[config.mk]
export PLATFORM = sky130hd
export DESIGN_NAME = wildcard_line_search_column
export DESIGN_NICKNAME = d
export VERILOG_FILES = /design/src/hdl/wlsc_pkg.sv /design/src/hdl/wlsc_match.sv /design/src/hdl/wildcard_line_search_column.sv
export SDC_FILE = /design/constraint.sdc
export NUM_CORES = 2
export LEC_CHECK = 0
export BUFFER_PORTS_ARGS = -buffer_cell sky130_fd_sc_hd__buf_2
export CAP_MARGIN = 10
export CORE_ASPECT_RATIO = 0.5
export CORE_MARGIN = 5
export CORE_UTILIZATION = 55
export CTS_BUF_LIST = sky130_fd_sc_hd__clkbuf_8
export CTS_CLUSTER_SIZE = 20
export DETAILED_ROUTE_END_ITERATION = 7
export GPL_TIMING_DRIVEN = 0
export PLACE_DENSITY = 0.71
export SYNTH_ARGS = -nofsm -noshare
export SYNTH_HDL_FRONTEND = slang
export SYNTH_HIERARCHICAL = 1
export SYNTH_SLANG_ARGS = --single-unit
[constraint.sdc]
create_clock -name clock -period 7.4 [get_ports clock]
set_input_delay 0.37 -clock clock [delete_from_list [all_inputs] [get_ports clock]]
set_output_delay 0.37 -clock clock [all_outputs]
set_load 0.05 [all_outputs]
[src/hdl/wlsc_pkg.sv]
`timescale 1ns / 1ps

package wlsc_pkg;

   localparam int PATTERN_BYTES = 16;
   localparam int COLUMN_W      = 16;

   // Register indexes on the csr port
   localparam logic [7:0] CSR_PATTERN_LOW  = 8'd0;
   localparam logic [7:0] CSR_PATTERN_HIGH = 8'd1;
   localparam logic [7:0] CSR_PATTERN_LEN  = 8'd2;
   localparam logic [7:0] CSR_IGNORE_CASE  = 8'd3;

   // Character codes
   localparam logic [7:0] HIGH_BIT    = 8'h80;
   localparam logic [7:0] DOT_CHAR    = 8'h2E;
   localparam logic [7:0] TAB_CHAR    = 8'h09;
   localparam logic [7:0] PRINT_LOW   = 8'h20;
   localparam logic [7:0] PRINT_HIGH  = 8'h7E;
   localparam logic [7:0] LOWER_A     = 8'h61;
   localparam logic [7:0] LOWER_Z     = 8'h7A;
   localparam logic [7:0] CASE_OFFSET = 8'h20;
   localparam logic [1:0] TAB_ROUND   = 2'd3;
   localparam logic [COLUMN_W-1:0] COLUMN_MAX = 16'hFFFF;

   typedef struct packed {
      logic [7:0] line_char;
      logic       end_of_line;
   } req_type;

   typedef struct packed {
      logic                found;
      logic [COLUMN_W-1:0] start_column;
   } rsp_type;

   typedef struct packed {
      logic [8*PATTERN_BYTES-1:0] pattern;
      logic                       ignore_case;
   } match_cfg_type;

   typedef struct packed {
      logic                hit;
      logic [COLUMN_W-1:0] column;
   } match_result_type;

   // ASCII lower case to upper case when folding is on
   function automatic logic [7:0] fold(input logic [7:0] c, input logic ignore_case);
      if (ignore_case && c >= LOWER_A && c <= LOWER_Z) begin
         return c - CASE_OFFSET;
      end
      return c;
   endfunction

   // Display column of the byte after one of width given by ch
   function automatic logic [COLUMN_W-1:0] next_column(input logic [COLUMN_W-1:0] col,
                                                        input logic [7:0] ch);
      logic [COLUMN_W+1:0] x;
      logic [7:0]          c7;
      x  = {2'b00, col} + 18'd1;
      c7 = ch & ~HIGH_BIT;
      if ((ch & HIGH_BIT) != 8'h00) begin
         x = x + 18'd2;
      end
      if (c7 < PRINT_LOW || c7 > PRINT_HIGH) begin
         if (c7 == TAB_CHAR) begin
            x = (x + 18'(TAB_ROUND)) & ~18'(TAB_ROUND);
         end else begin
            x = x + 18'd1;
         end
      end
      return (x > 18'(COLUMN_MAX)) ? COLUMN_MAX : x[COLUMN_W-1:0];
   endfunction

endpackage

[src/hdl/wlsc_match.sv]
`timescale 1ns / 1ps

// Parallel compare of the pattern against the character window, one lane
// per pattern position, plus the start column of the candidate match.
module wlsc_match #(
   parameter int MAX_PATTERN = 16,
   localparam int LEN_W = $clog2(MAX_PATTERN + 1),
   localparam int IDX_W = (MAX_PATTERN > 1) ? $clog2(MAX_PATTERN) : 1
) (
   input  logic [7:0]                        win_char [MAX_PATTERN],
   input  logic [wlsc_pkg::COLUMN_W-1:0]     win_col  [MAX_PATTERN],
   input  logic [LEN_W-1:0]                  len,
   input  wlsc_pkg::match_cfg_type           cfg,
   output wlsc_pkg::match_result_type        result
);

   logic [MAX_PATTERN-1:0] lane_ok;
   logic [LEN_W-1:0]       col_idx;

   for (genvar j = 0; j < MAX_PATTERN; j++) begin : g_lane
      logic [7:0]       pat_c;
      logic [7:0]       win_c;
      logic [LEN_W-1:0] idx;

      // Pattern positions past the register bytes read as zero
      if (j < wlsc_pkg::PATTERN_BYTES) begin : g_pat
         assign pat_c = wlsc_pkg::fold(cfg.pattern[8*j +: 8], cfg.ignore_case);
      end else begin : g_zero
         assign pat_c = 8'h00;
      end

      // Pattern char j lines up with window entry len-1-j (entry 0 newest)
      assign idx     = len - LEN_W'(j) - LEN_W'(1);
      assign win_c   = wlsc_pkg::fold(win_char[idx[IDX_W-1:0]], cfg.ignore_case);
      assign lane_ok[j] = (32'(len) <= j) || (pat_c == wlsc_pkg::DOT_CHAR) ||
                          (win_c == pat_c);
   end

   assign col_idx       = len - LEN_W'(1);
   assign result.hit    = &lane_ok;
   assign result.column = win_col[col_idx[IDX_W-1:0]];

endmodule

[src/hdl/wildcard_line_search_column.sv]
`timescale 1ns / 1ps
// Wildcard substring search over a streamed line, giving the display column.
// Throughput: one character per cycle while the result slot is free, set by the combinational window compare.
// A character is registered in the input stage and compared there; its result is registered in the result slot.
// Reset (synchronous): config to defaults, line state and window cleared,
// both pipeline valids low; no clearing pass, ready right after reset.
module wildcard_line_search_column #(
   parameter int MAX_PATTERN = 16
) (
   input  logic                 clock,
   input  logic                 reset,
   input  logic                 req_valid,
   output logic                 req_ready,
   input  wlsc_pkg::req_type    req_data,
   output logic                 rsp_valid,
   input  logic                 rsp_ready,
   output wlsc_pkg::rsp_type    rsp_data,
   input  logic                 csr_valid,
   output logic                 csr_ready,
   input  logic [7:0]           csr_index,
   input  logic [63:0]          csr_data
);

   localparam int LEN_W = $clog2(MAX_PATTERN + 1);
   localparam int COL_W = wlsc_pkg::COLUMN_W;

   // Configuration registers
   logic [63:0] pattern_low_ff,  pattern_low_in;
   logic [63:0] pattern_high_ff, pattern_high_in;
   logic [4:0]  pattern_len_ff,  pattern_len_in;
   logic        ignore_case_ff,  ignore_case_in;

   // Input stage
   logic              s1_valid_ff, s1_valid_in;
   wlsc_pkg::req_type s1_data_ff,  s1_data_in;

   // Line state
   logic [7:0]       win_char_ff [MAX_PATTERN];
   logic [7:0]       win_char_in [MAX_PATTERN];
   logic [7:0]       win_char_sh [MAX_PATTERN];
   logic [COL_W-1:0] win_col_ff  [MAX_PATTERN];
   logic [COL_W-1:0] win_col_in  [MAX_PATTERN];
   logic [COL_W-1:0] win_col_sh  [MAX_PATTERN];
   logic [COL_W-1:0] run_col_ff,  run_col_in;
   logic [LEN_W-1:0] seen_ff,     seen_in;
   logic             done_ff,     done_in;

   // Result register
   logic              rsp_valid_ff, rsp_valid_in;
   wlsc_pkg::rsp_type rsp_data_ff,  rsp_data_in;

   logic                       advance;
   logic                       req_beat;
   logic [LEN_W-1:0]           len;
   logic [LEN_W-1:0]           seen_inc;
   logic                       res_found;
   logic                       produce;
   wlsc_pkg::match_cfg_type    match_cfg;
   wlsc_pkg::match_result_type match_res;

   // Config write decode
   assign csr_ready = 1'b1;

   always_comb begin
      pattern_low_in  = pattern_low_ff;
      pattern_high_in = pattern_high_ff;
      pattern_len_in  = pattern_len_ff;
      ignore_case_in  = ignore_case_ff;
      if (csr_valid) begin
         case (csr_index)
            wlsc_pkg::CSR_PATTERN_LOW:  pattern_low_in  = csr_data;
            wlsc_pkg::CSR_PATTERN_HIGH: pattern_high_in = csr_data;
            wlsc_pkg::CSR_PATTERN_LEN:  pattern_len_in  = csr_data[4:0];
            wlsc_pkg::CSR_IGNORE_CASE:  ignore_case_in  = csr_data[0];
            default: ;
         endcase
      end
   end

   // Handshake: the input stage moves on whenever the result slot is empty or being read
   assign advance   = s1_valid_ff && (!rsp_valid_ff || rsp_ready);
   assign req_ready = !s1_valid_ff || advance;
   assign req_beat  = req_valid && req_ready;

   always_comb begin
      s1_valid_in = s1_valid_ff;
      s1_data_in  = s1_data_ff;
      if (req_beat) begin
         s1_valid_in = 1'b1;
         s1_data_in  = req_data;
      end else if (advance) begin
         s1_valid_in = 1'b0;
      end
   end

   // Effective pattern length, capped at the window depth
   always_comb begin
      if (32'(pattern_len_ff) > MAX_PATTERN) begin
         len = LEN_W'(MAX_PATTERN);
      end else begin
         len = LEN_W'(pattern_len_ff);
      end
   end

   assign seen_inc = (seen_ff == LEN_W'(MAX_PATTERN)) ? seen_ff : seen_ff + LEN_W'(1);

   // Window after taking in the current character
   always_comb begin
      win_char_sh[0] = s1_data_ff.line_char;
      win_col_sh[0]  = run_col_ff;
      for (int k = 1; k < MAX_PATTERN; k++) begin
         win_char_sh[k] = win_char_ff[k-1];
         win_col_sh[k]  = win_col_ff[k-1];
      end
   end

   assign match_cfg.pattern     = {pattern_high_ff, pattern_low_ff};
   assign match_cfg.ignore_case = ignore_case_ff;

   wlsc_match #(
      .MAX_PATTERN (MAX_PATTERN)
   ) u_match (
      .win_char (win_char_sh),
      .win_col  (win_col_sh),
      .len      (len),
      .cfg      (match_cfg),
      .result   (match_res)
   );

   // Empty pattern matches at column 0 on the first character only
   assign res_found = !done_ff &&
                      ((len == '0) ? (seen_ff == '0) : ((seen_inc >= len) && match_res.hit));
   assign produce   = advance && !done_ff && (res_found || s1_data_ff.end_of_line);

   // Line state update
   always_comb begin
      win_char_in = win_char_ff;
      win_col_in  = win_col_ff;
      run_col_in  = run_col_ff;
      seen_in     = seen_ff;
      done_in     = done_ff;
      if (advance) begin
         if (!done_ff) begin
            if (len != '0) begin
               win_char_in = win_char_sh;
               win_col_in  = win_col_sh;
            end
            seen_in    = seen_inc;
            run_col_in = wlsc_pkg::next_column(run_col_ff, s1_data_ff.line_char);
            done_in    = res_found;
         end
         if (s1_data_ff.end_of_line) begin
            for (int k = 0; k < MAX_PATTERN; k++) begin
               win_char_in[k] = 8'h00;
               win_col_in[k]  = '0;
            end
            run_col_in = '0;
            seen_in    = '0;
            done_in    = 1'b0;
         end
      end
   end

   // Result slot
   always_comb begin
      rsp_valid_in = rsp_valid_ff;
      rsp_data_in  = rsp_data_ff;
      if (produce) begin
         rsp_valid_in             = 1'b1;
         rsp_data_in.found        = res_found;
         rsp_data_in.start_column = (res_found && len != '0) ? match_res.column : '0;
      end else if (rsp_ready) begin
         rsp_valid_in = 1'b0;
      end
   end

   assign rsp_valid = rsp_valid_ff;
   assign rsp_data  = rsp_data_ff;

   // Control and line state registers
   always_ff @(posedge clock) begin
      if (reset) begin
         pattern_low_ff  <= '0;
         pattern_high_ff <= '0;
         pattern_len_ff  <= 5'd1;
         ignore_case_ff  <= 1'b0;
         s1_valid_ff     <= 1'b0;
         rsp_valid_ff    <= 1'b0;
         run_col_ff      <= '0;
         seen_ff         <= '0;
         done_ff         <= 1'b0;
         for (int k = 0; k < MAX_PATTERN; k++) begin
            win_char_ff[k] <= 8'h00;
            win_col_ff[k]  <= '0;
         end
      end else begin
         pattern_low_ff  <= pattern_low_in;
         pattern_high_ff <= pattern_high_in;
         pattern_len_ff  <= pattern_len_in;
         ignore_case_ff  <= ignore_case_in;
         s1_valid_ff     <= s1_valid_in;
         rsp_valid_ff    <= rsp_valid_in;
         run_col_ff      <= run_col_in;
         seen_ff         <= seen_in;
         done_ff         <= done_in;
         win_char_ff     <= win_char_in;
         win_col_ff      <= win_col_in;
      end
   end

   // Payload registers
   always_ff @(posedge clock) begin
      s1_data_ff  <= s1_data_in;
      rsp_data_ff <= rsp_data_in;
   end

endmodule

After elaboration in Yosys (flattened, before gate mapping)
Index checks and enable logic that the tools add are counted.

cells by class
  div/mod/pow operators = 0
  bitwise gates (word level) = 16
  multiplexer cells = 174
  reductions and logical operators = 124
  eq/ne operators = 38
  $add $sub $neg = 67
  magnitude comparators = 101
  multipliers = 0
  shifts and indexed selects = 0

operators by type and width
  kind                     count
  $mux W256                3
  $mux W8                  96
  $bmux W8 S4              16
  $mux W128                3
  $ge A8 B7 Y1 const B     32
  $le A8 B7 Y1 const B     32
  $sub A8 B6 Y8 const B    32
  $eq A8 B6 Y1 const B     16
  $eq A8 B8 Y1             16
  $mux W18                 7
  $ge A5 B5 Y1 const B     16
  $mux W16                 5
  $not A4 Y5               16
  $logic_and A1 B1 Y1      71
  $bmux W16 S4             1
  $sub A4 B1 Y4 const B    16
  $le A5 B4 Y1 const B     8
  $mux W1                  39
  $logic_or A1 B1 Y1       36
  $sub A4 B4 Y4 const B    8
  $le A5 B3 Y1 const B     4
  $mux W5                  4
  $add A17 B2 Y18 const B  1
  $add A18 B1 Y18 const B  1
  25 further kinds         41

word-level totals
  logic and storage cells = 563
  bits in latches = 0
  flip-flop bits (word level) = 544
  input bits = 86
  memory bits (writable) = 0
  output and inout port bits = 20
  memories kept = 0
  bits in read-only memories = 0

Logic depth before layout (Yosys ltp)
  depth after elaboration = 22
  mapped depth = 29
  gate-level depth less buffers = 21

Hierarchy
Netlist, hierarchy kept.

modules (own cells, without submodules)
  module                       cells an instance  instances  seq. area each (sq um)  area an instance (sq um)
  wildcard_line_search_column  2171               1          11150.7                 19927.9
  wlsc_match                   1524               1          0.0                     16054.1

Worst setup path before layout
No wires, ideal clock.

  kind = reg2reg
  start point = register pattern_len_ff[0]
  end point = register rsp_data_ff (netlist bit rsp_data[0]) (enable)
  path slack = 0.976 ns
  period minus slack after synthesis = 6.424 ns
  path buffers = 9
  library setup time = 0.369 ns
  cell stages (with the launch flop) = 27
  arrival time = 6.055 ns
  data required time = 7.031 ns
  path through = dfxtp_1 nor2b_1 buf_6 buf_12 buf_6 buf_6 buf_6 inv_2 buf_1 ha_1 buf_2 buf_4 buf_1 mux4_2 mux4_2 nor4b_4 o21ai_2 or4_1 a21oi_1 a31oi_1 o31ai_2 nand2_1 nor4_2 o21ai_0 o21ai_0 o21ai_0 inv_1

RTL lines
  element                   RTL line                            text
  start: declaration        wildcard_line_search_column.sv:30   logic [4:0] pattern_len_ff, pattern_len_in;
  start signal: assignment  wildcard_line_search_column.sv:199  pattern_len_ff <= pattern_len_in;
  end signal: assignment    wildcard_line_search_column.sv:214  rsp_data_ff <= rsp_data_in;
  end: declaration          wildcard_line_search_column.sv:50   wlsc_pkg::rsp_type rsp_data_ff, rsp_data_in;

==> metrics.cfg <==
[flow_run]
max-cap-violations=0

[critical_path]
timing.rr.start=pattern_len_ff[4]
reg2reg_slack_ns=0.12
worst-r2r-cell-count=27
cpPeakStageDelay_ns=0.57
start_kind=register
cp_num_buf_inv=12
crit_family=buffers and inverters
crit_required_ns=7.83
worstSetupEndpointType=register
cp_max_fo=16
critical_path_class=register to register
cp_common_cell=buf_6
timing.rr.end=rsp_data[0]
arrival_ns=7.70
slowest_stage=mux4_2

[cts]
clk_pin_slew_ns=0.06
cts_tree=built
cts_buffer_depth=3
h-tree-depth=3
numClockSinks=544
clock_latency_ns=0.75
clockRootBuffer=clkbuf_8
numCtsBuffers=78

[synth]
synth_top_area_share_pct=28.82
synthArstFlopShare_pct=0
yosysTopAreaCell=dfxtp_1
ys_seq_area_share_pct=30.99
synthesis.nets=3839
synth_edf_count=26
synth_cell_types=121
ys_ff_latch=544
synth_cells=3695
synth.area.top_cells=dfxtp_1 29%, mux4_2 17%, a22oi_1 7.7%
synth_ff_type=dfxtp_1
yosys_warnings=6
syn_area_um2=35980
syn_avg_cell_area_um2=9.738

[placed_design]
place_worst_setup_slack_ns=-2.292
detailed_place_hpwl_um=99410
postPlaceCellArea_um2=37620
gp_congestion=1.075
io_buffers=103

[sta]
setup_violations=0
finalCritPeriodShare_pct=98.31
fin_worst_skew_ns=0.03704
hold_viol=0
maxSlewHeadroom_pct=15.55
max_freq_mhz=137.5
tns_ns=0
fin_ws_ns=0.1250
drv_slew=0
period_needed_ns=7.275
worst_pin_slew_ns=1.267

[grt]
grt_start_max_net_pins=20
grt_pass1_vias=31481
grt_pass1_wl_um=195200
grt_overflow=0
grtUsageTotal_pct=36.23
grt_antenna_before_repair=0

[routing]
drt_first_pass_iters=8
drc=0
wire_per_inst_um=26.61
vias=33272
detail_route.vias_per_cell=6.793
routed_wl_um=130300
final_antenna_net_count=0
first_iter_violations=4046

[pwr]
vdd_drop_max_uv=187.7
p_per_area_nw_per_um2=142.2
leakagePower_uw=0.01471
total_power_uw=5717

[run_status]
status=completed

[min_path]
hold_start=csr_index[1]
holdPathStages=4
hold_class=primary input to register
holdPathEnd=ignore_case_ff

[floorplanning]
ios=106
initial_core_util_pct=55.44
dieArea_um2=70950
die_w_um=371.7
core_um2=64910
fp-row-count=66
die_y_um=190.9

[final_layout]
fin_util_pct=61.94
finalNetCount=4103
finish.instance_area_um2=40200
final_common_cell=dfxtp_1
layout_common_cells=518 x dfxtp_1, 461 x nor2_1, 389 x nand2_1
syn2layout_area_growth_pct=11.73
drive_above_1_share_pct=18.15

[final cells by class]
type,instances,area [um2]
flip-flops and latches,544,11150
clock inverters,44,257.7
clock buffers,89,1225
inverters,97,370.4
multi-input cells,2760,23160
plain buffers,288,1555
well taps,884,1106
diodes,2,5.005
fillers,5514,24700
repair buffers,190,1369
[timing repair]
item,in CTS,in global routing
setup buffers,6,2
setup endpoints to repair,36,34
endpoints found under the hold margin,145,0
pin swaps,5,3
resized for setup,66,30
hold buffers,76,0
[metal layers]
| layer | wire length (um) | vias to the layer above | global-route usage (%) |
|---|---|---|---|
| met2 | 55220 | 2071 | 54.20 |
| met1 | 50790 | 16320 | 47.62 |
| met3 | 17160 | 413 | 12.06 |
| met4 | 7149 | 0 | 17.20 |
| met5 | 0 | - | 0 |
| li1 | - | 14468 | - |
[where the power goes]
part / total (uW) / switching, uW / leakage [uW] / internal, uW
clock: 2400 / 1250 / 0.000875 / 1140
sequential: 2980 / 23.1 / 0.00443 / 2960
combinational: 340 / 223 / 0.00941 / 116
total: 5720 / 1500 / 0.0147 / 4220
[cell usage after synthesis (all sizes together), types with 24 or more instances]
master / count
o21ai: 69
edfxtp: 26
dfxtp: 518
ha: 58
nor4: 24
a22oi: 371
or4: 32
and2: 28
nor2: 464
nand3: 52
nand4: 29
clkbuf: 191
nand2: 390
inv: 97
o22ai: 30
nor3: 38
a21oi: 196
xnor2: 110
mux2: 57
xor2: 71
buf: 103
mux2i: 147
mux4: 317
[per-stage QoR]
| step | std cells | hold slack (ns) |
|---|---|---|
| floorplan | 3695 | 0.4351 |
| CTS | 4896 | 0.001800 |
| finish | 4898 | 0.04044 |
| global route | 4896 | 0.04883 |
| global placement | 4682 | 0.4452 |
| detailed placement | 4684 | 0.4512 |
[state kept, by name, indices dropped and copies added (netlist names), 5 cells and up]
name and flops:
pattern_low_ff 64, rsp_data 17, run_col_ff 16, win_col_ff 240, win_char_ff 120, pattern_len_ff 5, seen_ff 5, pattern_high_ff 64
s1_data_ff 9
[how the worst max path moves through the flow]
stage / startpoint / end / slack (ns) / cells after the start
floorplan: pattern_len_ff[0] / rsp_data[0] / 0.98 / 26
finish: pattern_len_ff[4] / rsp_data[0] / 0.12 / 27
CTS: pattern_len_ff[4] / rsp_data[9] / 0.03 / 27
global placement: pattern_len_ff[0] / rsp_data[14] / -2.53 / 27
global route: pattern_len_ff[4] / rsp_data[9] / -0.009 / 25
detailed placement: pattern_len_ff[4] / rsp_data[0] / -2.29 / 27
[worst reg2reg max path, cell delays in order (launching register included)]
cell and delay (ns):
dfxtp_1 0.38, nor2b_4 0.22, buf_6 0.16, buf_12 0.17, buf_6 0.20, buf_8 0.19
buf_8 0.21, inv_4 0.14, buf_4 0.24, ha_2 0.43, buf_8 0.22, buf_6 0.21
buf_6 0.20, mux4_2 0.39, mux4_2 0.57, nand4b_1 0.20, a41o_1 0.25, a31oi_2 0.22
mux2i_1 0.13, o41ai_2 0.43, and4b_1 0.32, nand4_1 0.15, nor4_4 0.49, o21ai_2 0.19
o21ai_2 0.22, o21ai_1 0.14, clkinvlp_4 0.13, buf_12 0.17
[cell families after synthesis]
logic type      Yosys count  synth area share [%]
other cells               1               0.01042
xor+xnor                184                 4.767
buf+inv                 391                 5.091
flops                   544                 30.99
compound gates          833                 16.16
fa+ha+maj                58                 2.017
mux                     521                 26.18
simple gates           1163                 14.78
Power figures use the tool's default switching activity.
